==> src/design/stb_pkg.sv <==
// Shared types, codes and constants for the software timer bank.
// Used by every module of the block; depends on nothing.
`timescale 1ns / 1ps
`default_nettype none

package stb_pkg;

    localparam int unsigned DEFAULT_SLOTS = 16;
    localparam int unsigned QUEUE_DEPTH   = 2;
    localparam int unsigned ID_W          = 5;
    localparam int unsigned DELAY_W       = 20;

    localparam logic [DELAY_W-1:0] DELAY_CAP      = 20'hFFFFF;
    localparam logic [DELAY_W-1:0] MIN_WAKE_RESET = 20'd33;

    // register index decoded from the word address
    localparam logic REG_MIN_WAKE = 1'b0;

    localparam logic [2:0] FUNC_ALLOC = 3'd0;
    localparam logic [2:0] FUNC_FREE  = 3'd1;
    localparam logic [2:0] FUNC_START = 3'd2;
    localparam logic [2:0] FUNC_STOP  = 3'd3;
    localparam logic [2:0] FUNC_TICK  = 3'd4;

    localparam logic [1:0] KIND_ALLOC  = 2'd0;
    localparam logic [1:0] KIND_EXPIRY = 2'd1;
    localparam logic [1:0] KIND_WAKE   = 2'd2;

    typedef enum logic [2:0] {
        OP_ALLOC = 3'd0,
        OP_FREE  = 3'd1,
        OP_START = 3'd2,
        OP_STOP  = 3'd3,
        OP_TICK  = 3'd4
    } stb_op_t;

    typedef enum logic [1:0] {
        SLOT_FREE     = 2'd0,
        SLOT_INACTIVE = 2'd1,
        SLOT_READY    = 2'd2,
        SLOT_ACTIVE   = 2'd3
    } slot_status_t;

    typedef struct packed {
        logic [2:0]      func;
        logic [ID_W-1:0] timer_id;
        logic [31:0]     now;
        logic [31:0]     interval;
        logic            periodic;
        logic            notify;
    } stb_in_t;

    typedef struct packed {
        logic [1:0]         kind;
        logic [ID_W-1:0]    slot;
        logic [DELAY_W-1:0] next_delay;
        logic               last;
    } stb_out_t;

    typedef struct packed {
        stb_op_t         op;
        logic [ID_W-1:0] id;
        logic [31:0]     now;
        logic [31:0]     interval;
        logic            periodic;
        logic            notify;
    } stb_cmd_t;

endpackage

`default_nettype wire

==> src/design/software_timer_bank_top.sv <==
// Top level of the software timer bank: front end, command queue, slot
// engine and the min_wake register. Depends on stb_pkg and the stb_* modules.
//
// Usage:
//   Commands arrive on cmd (cmd_valid/cmd_ready) and results leave on rsp
//   (rsp_valid/rsp_ready); a transfer happens when valid and ready are high.
//   Alloc gives one result, tick gives one result per notifying expiry and
//   then a next wake delay result with last set; free, start and stop give
//   none. min_wake is written over the APB port at byte address 0.
// Command flow:
//   A command enters a two-entry queue; alloc, free, start and stop are run
//   by the slot engine from the queue head, and the result of an alloc is
//   registered in the output register once the alloc leaves the queue. A tick
//   takes the elapsed time, walks the slots one at a time on the single
//   compare-and-subtract unit, folds the last countdown into the minimum,
//   then loads the wake result.
// Reset: all slots free, previous tick zero, min_wake 33, queue empty.
// Stall: while a result waits in the output register, alloc and the tick
//   walk hold; the queue keeps accepting commands until it is full.
`timescale 1ns / 1ps
`default_nettype none

module software_timer_bank_top
    import stb_pkg::*;
#(
    parameter int unsigned SLOTS = DEFAULT_SLOTS
) (
    input  wire logic        clk,
    input  wire logic        rst_n,
    input  wire logic        cmd_valid,
    output logic             cmd_ready,
    input  wire stb_in_t     cmd,
    output logic             rsp_valid,
    input  wire logic        rsp_ready,
    output stb_out_t         rsp,
    input  wire logic        psel,
    input  wire logic        penable,
    input  wire logic        pwrite,
    input  wire logic [2:0]  paddr,
    input  wire logic [31:0] pwdata,
    output logic [31:0]      prdata,
    output logic             pready
);

    logic               q_ready;
    logic               q_push;
    stb_cmd_t           q_in;
    logic               q_pop;
    logic               q_valid;
    stb_cmd_t           q_out;
    logic [DELAY_W-1:0] min_wake_reg, min_wake_next;
    logic               cfg_wr;

    assign pready = 1'b1;
    assign cfg_wr = psel && penable && pwrite && pready;

    always_comb
    begin
        min_wake_next = min_wake_reg;
        if (cfg_wr && (paddr[2] == REG_MIN_WAKE))
        begin
            min_wake_next = pwdata[DELAY_W-1:0];
        end
    end

    always_ff @(posedge clk or negedge rst_n)
    begin
        if (!rst_n)
        begin
            min_wake_reg <= MIN_WAKE_RESET;
        end
        else
        begin
            min_wake_reg <= min_wake_next;
        end
    end

    assign prdata = (paddr[2] == REG_MIN_WAKE) ? {12'd0, min_wake_reg} : 32'd0;

    stb_front #(
        .SLOTS (SLOTS)
    ) u_front (
        .cmd_valid (cmd_valid),
        .cmd_ready (cmd_ready),
        .cmd       (cmd),
        .q_ready   (q_ready),
        .q_push    (q_push),
        .q_cmd     (q_in)
    );

    stb_queue u_queue (
        .clk       (clk),
        .rst_n     (rst_n),
        .push      (q_push),
        .push_data (q_in),
        .ready     (q_ready),
        .pop       (q_pop),
        .valid     (q_valid),
        .data      (q_out)
    );

    stb_back #(
        .SLOTS (SLOTS)
    ) u_back (
        .clk       (clk),
        .rst_n     (rst_n),
        .q_valid   (q_valid),
        .q_data    (q_out),
        .q_pop     (q_pop),
        .min_wake  (min_wake_reg),
        .rsp_valid (rsp_valid),
        .rsp_ready (rsp_ready),
        .rsp       (rsp)
    );

endmodule

`default_nettype wire

==> src/design/stb_front.sv <==
// Front end: decodes each input transfer into a command and drops no-ops.
// Depends on stb_pkg.
`timescale 1ns / 1ps
`default_nettype none

module stb_front
    import stb_pkg::*;
#(
    parameter int unsigned SLOTS = DEFAULT_SLOTS
) (
    input  wire logic     cmd_valid,
    output logic          cmd_ready,
    input  wire stb_in_t  cmd,
    input  wire logic     q_ready,
    output logic          q_push,
    output stb_cmd_t      q_cmd
);

    logic    keep;
    logic    id_ok;
    stb_op_t op;

    assign id_ok = ({1'b0, cmd.timer_id} < (ID_W + 1)'(SLOTS));

    always_comb
    begin
        keep = 1'b0;
        op   = OP_ALLOC;
        case (cmd.func)
            FUNC_ALLOC:
            begin
                op   = OP_ALLOC;
                keep = 1'b1;
            end
            FUNC_FREE:
            begin
                op   = OP_FREE;
                keep = id_ok;
            end
            FUNC_START:
            begin
                op   = OP_START;
                keep = id_ok;
            end
            FUNC_STOP:
            begin
                op   = OP_STOP;
                keep = id_ok;
            end
            FUNC_TICK:
            begin
                op   = OP_TICK;
                keep = 1'b1;
            end
            default:
            begin
                op   = OP_ALLOC;
                keep = 1'b0;
            end
        endcase
    end

    // accept whenever the queue has room; drop commands with no effect
    assign cmd_ready      = q_ready;
    assign q_push         = cmd_valid && q_ready && keep;
    assign q_cmd.op       = op;
    assign q_cmd.id       = cmd.timer_id;
    assign q_cmd.now      = cmd.now;
    assign q_cmd.interval = cmd.interval;
    assign q_cmd.periodic = cmd.periodic;
    assign q_cmd.notify   = cmd.notify;

endmodule

`default_nettype wire

==> src/design/stb_queue.sv <==
// Short command queue between the front end and the slot engine.
// Depends on stb_pkg.
`timescale 1ns / 1ps
`default_nettype none

module stb_queue
    import stb_pkg::*;
(
    input  wire logic     clk,
    input  wire logic     rst_n,
    input  wire logic     push,
    input  wire stb_cmd_t push_data,
    output logic          ready,
    input  wire logic     pop,
    output logic          valid,
    output stb_cmd_t      data
);

    localparam int unsigned PTR_W = (QUEUE_DEPTH > 1) ? $clog2(QUEUE_DEPTH) : 1;
    localparam int unsigned CNT_W = $clog2(QUEUE_DEPTH + 1);
    localparam logic [PTR_W-1:0] PTR_LAST = PTR_W'(QUEUE_DEPTH - 1);
    localparam logic [CNT_W-1:0] CNT_FULL = CNT_W'(QUEUE_DEPTH);

    stb_cmd_t          entry_reg [QUEUE_DEPTH];
    logic [PTR_W-1:0]  wr_ptr_reg, wr_ptr_next;
    logic [PTR_W-1:0]  rd_ptr_reg, rd_ptr_next;
    logic [CNT_W-1:0]  count_reg, count_next;
    logic              do_push;
    logic              do_pop;

    assign ready   = (count_reg != CNT_FULL);
    assign valid   = (count_reg != '0);
    assign data    = entry_reg[rd_ptr_reg];
    assign do_push = push && ready;
    assign do_pop  = pop && valid;

    always_comb
    begin
        wr_ptr_next = wr_ptr_reg;
        rd_ptr_next = rd_ptr_reg;
        count_next  = count_reg;
        if (do_push)
        begin
            wr_ptr_next = (wr_ptr_reg == PTR_LAST) ? '0 : wr_ptr_reg + 1'b1;
        end
        if (do_pop)
        begin
            rd_ptr_next = (rd_ptr_reg == PTR_LAST) ? '0 : rd_ptr_reg + 1'b1;
        end
        if (do_push && !do_pop)
        begin
            count_next = count_reg + 1'b1;
        end
        else if (do_pop && !do_push)
        begin
            count_next = count_reg - 1'b1;
        end
    end

    always_ff @(posedge clk or negedge rst_n)
    begin
        if (!rst_n)
        begin
            wr_ptr_reg <= '0;
            rd_ptr_reg <= '0;
            count_reg  <= '0;
        end
        else
        begin
            wr_ptr_reg <= wr_ptr_next;
            rd_ptr_reg <= rd_ptr_next;
            count_reg  <= count_next;
        end
    end

    always_ff @(posedge clk)
    begin
        if (do_push)
        begin
            entry_reg[wr_ptr_reg] <= push_data;
        end
    end

endmodule

`default_nettype wire

==> src/design/stb_back.sv <==
// Slot engine: holds the slot table, runs commands and the tick walk,
// and drives the result register. Depends on stb_pkg.
`timescale 1ns / 1ps
`default_nettype none

module stb_back
    import stb_pkg::*;
#(
    parameter int unsigned SLOTS = DEFAULT_SLOTS
) (
    input  wire logic               clk,
    input  wire logic               rst_n,
    input  wire logic               q_valid,
    input  wire stb_cmd_t           q_data,
    output logic                    q_pop,
    input  wire logic [DELAY_W-1:0] min_wake,
    output logic                    rsp_valid,
    input  wire logic               rsp_ready,
    output stb_out_t                rsp
);

    localparam int unsigned IDX_W = (SLOTS > 1) ? $clog2(SLOTS) : 1;
    localparam logic [IDX_W-1:0] LAST_IDX  = IDX_W'(SLOTS - 1);
    localparam logic [ID_W-1:0]  NONE_CODE = ID_W'(SLOTS);

    typedef enum logic [3:0] {
        S_IDLE  = 4'b0001,
        S_WALK  = 4'b0010,
        S_FLUSH = 4'b0100,
        S_FINAL = 4'b1000
    } state_t;

    state_t             state_reg, state_next;
    slot_status_t       status_reg [SLOTS];
    logic               periodic_reg [SLOTS];
    logic               notify_reg [SLOTS];
    logic [31:0]        interval_reg [SLOTS];
    logic [31:0]        countdown_reg [SLOTS];

    logic [31:0]        prev_reg, prev_next;
    logic [31:0]        delta_reg, delta_next;
    logic [IDX_W-1:0]   idx_reg, idx_next;
    logic [DELAY_W-1:0] min_reg, min_next;
    logic               cand_vld_reg, cand_vld_next;
    logic [31:0]        cand_val_reg, cand_val_next;
    logic               rsp_valid_reg, rsp_valid_next;
    stb_out_t           rsp_reg, rsp_next;

    logic               out_free;
    logic               rsp_load;
    logic               st_we;
    logic [IDX_W-1:0]   st_widx;
    slot_status_t       st_wval;
    logic               ld_we;
    logic               zero_we;
    logic               cd_we;
    logic [31:0]        cd_wval;
    logic [IDX_W-1:0]   cmd_idx;
    slot_status_t       cmd_status;
    logic               found;
    logic [IDX_W-1:0]   found_idx;
    slot_status_t       walk_status;
    logic [31:0]        walk_cd;
    logic [31:0]        walk_cd_dec;
    logic               walk_alive;

    assign out_free    = !rsp_valid_reg || rsp_ready;
    assign cmd_idx     = q_data.id[IDX_W-1:0];
    assign cmd_status  = status_reg[cmd_idx];
    assign walk_status = status_reg[idx_reg];
    assign walk_cd     = countdown_reg[idx_reg];
    assign walk_cd_dec = walk_cd - delta_reg;
    assign walk_alive  = walk_cd > delta_reg;

    // lowest free slot for alloc
    always_comb
    begin
        found     = 1'b0;
        found_idx = '0;
        for (int i = SLOTS - 1; i >= 0; i--)
        begin
            if (status_reg[i] == SLOT_FREE)
            begin
                found     = 1'b1;
                found_idx = IDX_W'(i);
            end
        end
    end

    always_comb
    begin
        state_next     = state_reg;
        q_pop          = 1'b0;
        prev_next      = prev_reg;
        delta_next     = delta_reg;
        idx_next       = idx_reg;
        min_next       = min_reg;
        cand_vld_next  = 1'b0;
        cand_val_next  = cand_val_reg;
        rsp_load       = 1'b0;
        rsp_next       = rsp_reg;
        st_we          = 1'b0;
        st_widx        = cmd_idx;
        st_wval        = SLOT_FREE;
        ld_we          = 1'b0;
        zero_we        = 1'b0;
        cd_we          = 1'b0;
        cd_wval        = interval_reg[idx_reg];

        // fold the previous walk step into the running minimum
        if (cand_vld_reg && (cand_val_reg < {12'd0, min_reg}))
        begin
            min_next = cand_val_reg[DELAY_W-1:0];
        end

        case (state_reg)
            S_IDLE:
            begin
                if (q_valid)
                begin
                    case (q_data.op)
                        OP_ALLOC:
                        begin
                            if (out_free)
                            begin
                                q_pop           = 1'b1;
                                rsp_load        = 1'b1;
                                rsp_next.kind   = KIND_ALLOC;
                                rsp_next.slot   = found ? ID_W'(found_idx) : NONE_CODE;
                                rsp_next.next_delay = '0;
                                rsp_next.last   = 1'b1;
                                st_we           = found;
                                st_widx         = found_idx;
                                st_wval         = SLOT_INACTIVE;
                            end
                        end
                        OP_FREE:
                        begin
                            q_pop   = 1'b1;
                            zero_we = 1'b1;
                            st_we   = 1'b1;
                            st_wval = SLOT_FREE;
                        end
                        OP_START:
                        begin
                            q_pop   = 1'b1;
                            ld_we   = 1'b1;
                            st_we   = 1'b1;
                            st_wval = (cmd_status == SLOT_FREE) ? SLOT_FREE : SLOT_READY;
                        end
                        OP_STOP:
                        begin
                            q_pop   = 1'b1;
                            zero_we = 1'b1;
                            st_we   = 1'b1;
                            st_wval = (cmd_status == SLOT_READY || cmd_status == SLOT_ACTIVE)
                                      ? SLOT_INACTIVE : cmd_status;
                        end
                        OP_TICK:
                        begin
                            q_pop      = 1'b1;
                            delta_next = q_data.now - prev_reg;
                            prev_next  = q_data.now;
                            idx_next   = '0;
                            min_next   = DELAY_CAP;
                            state_next = S_WALK;
                        end
                        default:
                        begin
                            q_pop = 1'b1;
                        end
                    endcase
                end
            end
            S_WALK:
            begin
                if (out_free)
                begin
                    st_widx = idx_reg;
                    case (walk_status)
                        SLOT_READY:
                        begin
                            st_we         = 1'b1;
                            st_wval       = SLOT_ACTIVE;
                            cand_vld_next = 1'b1;
                            cand_val_next = walk_cd;
                        end
                        SLOT_ACTIVE:
                        begin
                            if (walk_alive)
                            begin
                                cd_we         = 1'b1;
                                cd_wval       = walk_cd_dec;
                                cand_vld_next = 1'b1;
                                cand_val_next = walk_cd_dec;
                            end
                            else
                            begin
                                if (periodic_reg[idx_reg])
                                begin
                                    cd_we         = 1'b1;
                                    cd_wval       = interval_reg[idx_reg];
                                    cand_vld_next = 1'b1;
                                    cand_val_next = interval_reg[idx_reg];
                                end
                                else
                                begin
                                    st_we   = 1'b1;
                                    st_wval = SLOT_INACTIVE;
                                end
                                if (notify_reg[idx_reg])
                                begin
                                    rsp_load            = 1'b1;
                                    rsp_next.kind       = KIND_EXPIRY;
                                    rsp_next.slot       = ID_W'(idx_reg);
                                    rsp_next.next_delay = '0;
                                    rsp_next.last       = 1'b0;
                                end
                            end
                        end
                        default:
                        begin
                        end
                    endcase
                    if (idx_reg == LAST_IDX)
                    begin
                        state_next = S_FLUSH;
                    end
                    else
                    begin
                        idx_next = idx_reg + 1'b1;
                    end
                end
            end
            S_FLUSH:
            begin
                state_next = S_FINAL;
            end
            S_FINAL:
            begin
                if (out_free)
                begin
                    rsp_load            = 1'b1;
                    rsp_next.kind       = KIND_WAKE;
                    rsp_next.slot       = '0;
                    rsp_next.next_delay = (min_reg < min_wake) ? min_wake : min_reg;
                    rsp_next.last       = 1'b1;
                    state_next          = S_IDLE;
                end
            end
            default:
            begin
                state_next = S_IDLE;
            end
        endcase

        rsp_valid_next = rsp_load || (rsp_valid_reg && !rsp_ready);
    end

    always_ff @(posedge clk or negedge rst_n)
    begin
        if (!rst_n)
        begin
            state_reg     <= S_IDLE;
            prev_reg      <= '0;
            cand_vld_reg  <= 1'b0;
            rsp_valid_reg <= 1'b0;
            for (int i = 0; i < SLOTS; i++)
            begin
                status_reg[i] <= SLOT_FREE;
            end
        end
        else
        begin
            state_reg     <= state_next;
            prev_reg      <= prev_next;
            cand_vld_reg  <= cand_vld_next;
            rsp_valid_reg <= rsp_valid_next;
            if (st_we)
            begin
                status_reg[st_widx] <= st_wval;
            end
        end
    end

    always_ff @(posedge clk)
    begin
        delta_reg    <= delta_next;
        idx_reg      <= idx_next;
        min_reg      <= min_next;
        cand_val_reg <= cand_val_next;
        rsp_reg      <= rsp_next;
        if (ld_we)
        begin
            interval_reg[cmd_idx]  <= q_data.interval;
            countdown_reg[cmd_idx] <= q_data.interval;
            periodic_reg[cmd_idx]  <= q_data.periodic;
            notify_reg[cmd_idx]    <= q_data.notify;
        end
        else if (zero_we)
        begin
            interval_reg[cmd_idx]  <= '0;
            countdown_reg[cmd_idx] <= '0;
            notify_reg[cmd_idx]    <= 1'b0;
        end
        else if (cd_we)
        begin
            countdown_reg[idx_reg] <= cd_wval;
        end
    end

    assign rsp_valid = rsp_valid_reg;
    assign rsp       = rsp_reg;

    a_pop_needs_cmd: assert property (@(posedge clk) disable iff (!rst_n)
        q_pop |-> q_valid)
        else $error("command popped from an empty queue");

    a_idle_no_cand: assert property (@(posedge clk) disable iff (!rst_n)
        (state_reg == S_IDLE || state_reg == S_FINAL) |-> !cand_vld_reg)
        else $error("walk candidate pending outside the walk");

    a_final_after_flush: assert property (@(posedge clk) disable iff (!rst_n)
        (state_reg == S_FINAL) |->
            ($past(state_reg) == S_FLUSH || $past(state_reg) == S_FINAL))
        else $error("wake result reached without finishing the walk");

    a_expiry_in_walk: assert property (@(posedge clk) disable iff (!rst_n)
        (rsp_load && rsp_next.kind == KIND_EXPIRY) |-> (state_reg == S_WALK))
        else $error("expiry result outside the tick walk");

    a_no_overwrite: assert property (@(posedge clk) disable iff (!rst_n)
        rsp_load |-> out_free)
        else $error("result register overwritten while held");

endmodule

`default_nettype wire

==> config.mk <==
export PLATFORM = sky130hd
export DESIGN_NAME = software_timer_bank_top
export DESIGN_NICKNAME = d
export VERILOG_FILES = /design/src/design/stb_pkg.sv /design/src/design/software_timer_bank_top.sv /design/src/design/stb_front.sv /design/src/design/stb_queue.sv /design/src/design/stb_back.sv
export SDC_FILE = /design/constraint.sdc
export NUM_CORES = 2
export LEC_CHECK = 0
export BUFFER_PORTS_ARGS = -buffer_cell sky130_fd_sc_hd__clkbuf_2
export CAP_MARGIN = 25
export CORE_ASPECT_RATIO = 1.75
export CORE_UTILIZATION = 45
export DETAILED_ROUTE_END_ITERATION = 10
export GPL_ROUTABILITY_DRIVEN = 0
export PLACE_DENSITY = 0.65
export RECOVER_POWER = 25
export SLEW_MARGIN = 10
export SYNTH_ARGS = -nofsm -noshare
export SYNTH_HDL_FRONTEND = slang
export SYNTH_SLANG_ARGS = --single-unit
==> constraint.sdc <==
create_clock -name clk -period 8.4 [get_ports clk]
set_input_delay 1.26 -clock clk [delete_from_list [all_inputs] [get_ports clk]]
set_output_delay 1.26 -clock clk [all_outputs]
set_load 0.02 [all_outputs]
---- Word-level counts from Yosys, hierarchy flattened ----
Memory sizes are Yosys's and may differ from the RTL's. A register that Yosys moved wholly into a read port is not among the register bits.
Cells that the tools add are included.
cells by class
  mux-type cells .......................... 150
  order comparisons ....................... 8
  bitwise operators ....................... 7
  add/sub/neg operators ................... 7
  eq/ne operators ......................... 30
  reductions and logical operators ........ 53
operators with widths
  kind                number
  $mux 32             9
  $mux 28             8
  $mux 4              34
  $mux 20             6
  $pmux 28 s3         1
  $pmux 32 s2         1
  $sub 32x32->32      2
  $mux 1              61
  $logic_not 2->1     17
  $bwmux 32           1
  $gt 32x32->1        1
  $lt 32x20->1        1
  $reduce_or 32->1    1
  $mux 2              12
  $lt 20x20->1        1
  $bmux 2 s4          2
  $pmux 4 s2          2
  $pmux 4 s4          1
  $ge 5x5->1 const B  3
  $not 4->5           3
  $eq 3x2->1 const B  4
  $logic_and 1x1->1   12
  $ne 2x1->1 const B  6
  $ne 2x2->1 const B  6
  34 further kinds    60
storage, ports and cells
  memory bits (writable) .................. 1204
  flip-flop bits (word level) ............. 210
  word-level logic and storage cells ...... 292
  output and inout port bits .............. 63
  memories ................................ 5
memories
  memory                words  width  rd ports  clocked after memory_dff  wr ports  RTL line         RTL
  u_back.countdown_reg  16     32     1         1                         1         stb_back.sv:38   logic [31:0] countdown_reg [SLOTS];
  u_back.interval_reg   16     32     1         1                         1         stb_back.sv:37   logic [31:0] interval_reg [SLOTS];
  u_queue.entry_reg     2      74     1         0                         1         stb_queue.sv:24  stb_cmd_t entry_reg [QUEUE_DEPTH];
  u_back.notify_reg     16     1      1         1                         1         stb_back.sv:36   logic notify_reg [SLOTS];
  u_back.periodic_reg   16     1      1         1                         1         stb_back.sv:35   logic periodic_reg [SLOTS];

---- Logic depth before layout (Yosys ltp) ----
  depth after elaboration ................. 27
  mapped depth ............................ 22
  depth with buffers taken out ............ 15

---- Cells and area by module ----
Synthesis repeated with hierarchy kept, for this count alone.
unflattened totals
  cells, all modules ...................... 3433
  area total of the unflattened synthesis .. 60986.0 um^2
modules (own cells, without submodules)
  module                   area each (um^2)  instances  cells each  sequential area each (um^2)
  stb_back                 53588.9           1          3028        36826.6
  stb_queue                5736.8            1          248         4544.4
  software_timer_bank_top  1087.3            1          80          503.0
  stb_front                573.0             1          77          0.0

---- Worst setup path after synthesis ----
No wires, ideal clock.
  path kind ............................... register to register
  start point ............................. reg with a tool-made name
  end point ............................... mem u_back.countdown_reg[14][0], enable pin
  period minus slack after synthesis ...... 6.617 ns
  path slack .............................. 1.783 ns
  path buffers ............................ 5
  cell stages (with the launch flop) ...... 19
  data arrival time ....................... 6.195 ns
  cell sequence ........................... dfxtp_1 > buf_2 > buf_2 > buf_2 > buf_2 > mux4_2 > mux4_2 > ha_1 > a21o_1 > a21oi_2 > o21ai_1 > or3_1 > o21ba_4 > a211o_1 > nand3_1 > buf_6 > a21o_4 > mux2_2 > nor2_1
RTL lines
  what              RTL line
  end: declaration  stb_back.sv:38

---- Final worst setup path ----
  start point ............................. reg u_queue.rd_ptr_reg
  end point ............................... mem u_back.countdown_reg[2][3], data pin
on the way
  word-level cells in the longest chain between the ends .. 11
RTL lines
  what                                                          RTL line                          RTL
  start: declaration                                            stb_queue.sv:26                   logic [PTR_W-1:0] rd_ptr_reg, rd_ptr_next;
  start signal: assignment                                      stb_queue.sv:71                   rd_ptr_reg <= rd_ptr_next;
  $mem_v2 2x74 (*)                                              -
  $eq 3x1->1 / $eq 3x2->1 (equally long branches)               stb_back.sv:121                   case (q_data.op)
  $reduce_or 2->1 (no line)                                     -
  $mux 1                                                        stb_back.sv:121
  $mux 1                                                        stb_back.sv:119                   if (q_valid)
  $mux 1                                                        stb_back.sv:116                   case (state_reg)
  $mux 1                                                        stb_back.sv:300                   else if (zero_we)
  $mux 1                                                        stb_back.sv:293                   if (ld_we)
  $mux 1, on equally long branches                              stb_back.sv:308, stb_back.sv:303
  $reduce_or 32->1 (no line) / $mux 32 (equally long branches)  -
  $mux 32 (no line) (*)                                         -
Mark *: on every way between the ends. The rest lies on a longest branch, timed or not.

==> flow_summary.ini <==
[status]
outcome = finished with violations
violations = max-capacitance violations, max-slew violations

[cts]
cts_hold_buffers = 0
cts_max_level = 3
cts_buffers = 119
post_cts_resized = 0
path_clk_slew_ns = 0.07
insertion_delay_ns = 0.78
cts_setup_buffers = 0
cts_sinks = 1416
tritoncts = built
cts-root-buf = clkbuf_16
cts_buffer_depth = 3

[power]
p_int_mw = 15.8
p_leak_nw = 22.5
power_frac_comb_pct = 37.2
p_sw_mw = 8.41
power.share.clock_pct = 23.3
p_sw_share_pct = 34.8
power_density_nw_per_um2 = 361
ir_drop_mv = 0.211
p_seq_share_pct = 39.4

[sta]
slew_violations = 377
max_slew.worst_pin.slew_ns = 3.53
finalSetupViolCount = 0
clock_skew_ns = 0.0736
rsz0062_at_grt = false
fin_crit_ns = 6.75
max_freq_ghz = 0.148
period_share_pct = 80.3
hold_viol = 0
tns_ns = 0
relSlewSlack_pct = -135

[route]
num_vias = 31366
routed_wirelength_um = 150000
drc_errors = 0
wire_per_inst_um = 28.1
antenna_left = 0
drtIter0Drc = 2685
vias_per_cell = 5.88
dr.pass1.iters = 8

[critical_path]
start_kind = register
worstRegToRegCells = 7
crit_required_ns = 8.74
cp_data_arrival_time_ns = 7.08
crit_path_end_kind = register
criticalPathCategory = reg -> reg
r2r_end = u_back.countdown_reg[2][3]
crit_end = u_back.countdown_reg[2][3]
worstReg2RegStart = u_queue.rd_ptr_reg
rrSetupSlack_ns = 1.65
startpoint = u_queue.rd_ptr_reg
worstPathMaxFanout = 33

[floorplanning]
std_cell_rows = 176
die_y_um = 484
ios = 179
die_x_um = 277
core_um2 = 131000
initial_core_util_pct = 45.4
die-area_um2 = 134000

[synth]
netlist_area_um2 = 59700
ys_warn_count = 0
async_flop_share_pct = 6.64
synth_largest_area_cell = edfxtp_1
synth-edff-count = 1298
ys_seq_area_share_pct = 70.0
avgSynthCellArea_um2 = 18.1
synth_cells = 3294
ys_seq_elements = 1416
yosysTopAreaCellShare_pct = 65.3
yosys-top-cells-area = edfxtp_1 (65%), mux4_2 (13%), dfrtp_1 (3.8%)
synth_cell_types = 89
yosys_most_used_dff = edfxtp_1

[global_route]
antenna_found_initial = 3
grt_usage_pct = 22.6
gr-total-overflow = 0
grt_pass1_vias = 32557
grt_max_degree = 73
grt_pass1_wl_um = 219000

[flow_run]
maxCapViolations = 10

[layout]
utilization_pct = 51.0
design_area_um2 = 67000
area_growth_pct = 12.3
register_area_um2 = 41800
drive_gt1_share_pct = 24.5
fillers = 10508
finalNetCount = 3761
multi_input_area_um2 = 17100

[place]
postPlaceCellArea_um2 = 63200
dp_hpwl_um = 95800
io_buffer_count = 151

[worst_hold_path]
hp-class = reg -> reg
critical path, stage by stage (launching register included):
cell,delay [ns]
dfrtp_1,1.29
mux2i_1,0.74
nand2_1,0.28
nor2_4,0.15
clkbuf_1,1.94
nor2_1,0.85
nand2_1,0.56
nand2_1,0.41
power groups by stage:
stage,logic [mW],registers [mW],clock network [mW]
floorplan,6.22,9.44,0
global placement,8.89,9.66,0
detailed placement,9.02,9.68,0
CTS,9.06,9.53,5.74
global route,9.62,9.59,5.98
finish,9.00,9.53,5.64
cell usage in the layout, fill, tap and decap left out, drive strengths merged, types with 8 or more instances in the layout:
cell | netlist | layout
edfxtp | 1298 | 1298
mux4 | 338 | 338
clkbuf | 75 | 309
nor2 | 184 | 184
nand2 | 180 | 180
mux2 | 173 | 173
inv | 123 | 129
ha | 103 | 103
buf | 77 | 95
dfrtp | 91 | 91
o21ai | 78 | 78
a21oi | 72 | 72
clkinv | 0 | 60
mux2i | 54 | 54
nand3 | 48 | 48
a21o | 37 | 37
xnor2 | 35 | 35
nor3 | 29 | 29
o31ai | 24 | 24
dfxtp | 24 | 24
xor2 | 23 | 23
o211ai | 21 | 21
a211oi | 17 | 17
nor2b | 16 | 16
o21a | 14 | 14
bufinv | 0 | 14
nand2b | 13 | 13
conb | 2 | 13
nand4 | 13 | 13
o22ai | 12 | 12
a31oi | 10 | 10
and2 | 9 | 9
and3 | 8 | 8
routing by layer:
metal  wire [um]  vias to the layer above  global-route usage [%]  share of wire [%]
li1            -                    13599                       -                  -
met1       54700                    16517                    26.3                 36
met2       80700                      996                    41.1                 54
met3        7050                      252                    2.70                4.7
met4        7530                        2                    10.9                5.0
met5          11                        -                       0             0.0073
area by class of cell:
cell class / count / share of cell area (%)
clock inverter: 84 / 1.31
sequential: 1416 / 62.4
timing repair buffer: 266 / 2.37
clock buffer: 138 / 4.60
multi-input combinational: 1614 / 25.5
inverter: 123 / 0.689
antenna: 2 / 0.00747
tap: 1691 / 3.16
Yosys cell counts (12+ instances only):
master    count
dfrtp_1      91
inv_1       123
ha_1        103
a21o_1       36
a211oi_1     17
o31ai_1      24
a21oi_1      70
nor3_1       21
nor2_1      184
o21a_1       14
nand4_1      12
nand2_1     179
mux4_2      338
mux2_2      171
mux2i_1      53
o211ai_1     21
edfxtp_1   1298
xnor2_1      35
o22ai_1      12
nand2b_1     13
buf_4        19
nor2b_1      16
buf_2        37
clkbuf_1     74
o21ai_0      68
xor2_1       23
dfxtp_1      24
nand3_1      48
buf_1        17
worst min-delay path by stage:
| stage | start | to | slack [ns] | cells past startpoint |
|---|---|---|---|---|
| 3_5_place_dp | u_back.prev_reg[0] | u_back.prev_reg[0] | 0.49 | 2 |
| 4_1_cts | u_back.prev_reg[0] | u_back.prev_reg[0] | 0.50 | 2 |
| 5_1_grt | u_back.prev_reg[11] | u_back.prev_reg[11] | 0.52 | 1 |
| 6_report | u_back.cand_val_reg[12] | u_back.min_reg[12] | 0.50 | 2 |
| 2_1_floorplan | u_back.prev_reg[0] | u_back.prev_reg[0] | 0.45 | 2 |
| 3_3_place_gp | u_back.cand_val_reg[0] | u_back.min_reg[0] | 0.47 | 2 |
metrics by stage:
step	instances	hold WS, ns	worst slack [ns]	total power [mW]
finish	5334	0.496	1.65	24.2
global route	5333	0.518	0.931	25.2
CTS	5320	0.501	1.72	24.3
detailed placement	5098	0.485	1.77	18.7
global placement	5091	0.468	1.77	18.6
floorplan	3305	0.454	1.78	15.7
cell families after synthesis:
kind of cell | count (synthesis) | share of synthesized area, %
fa+ha+maj | 105 | 2.23
other cells | 2 | 0.0126
flops | 1416 | 70.0
compound gates | 337 | 3.78
simple gates | 536 | 4.19
xor+xnor | 58 | 0.851
mux | 565 | 16.9
buf+inv | 275 | 1.98
(Power assumes the default switching activity.)
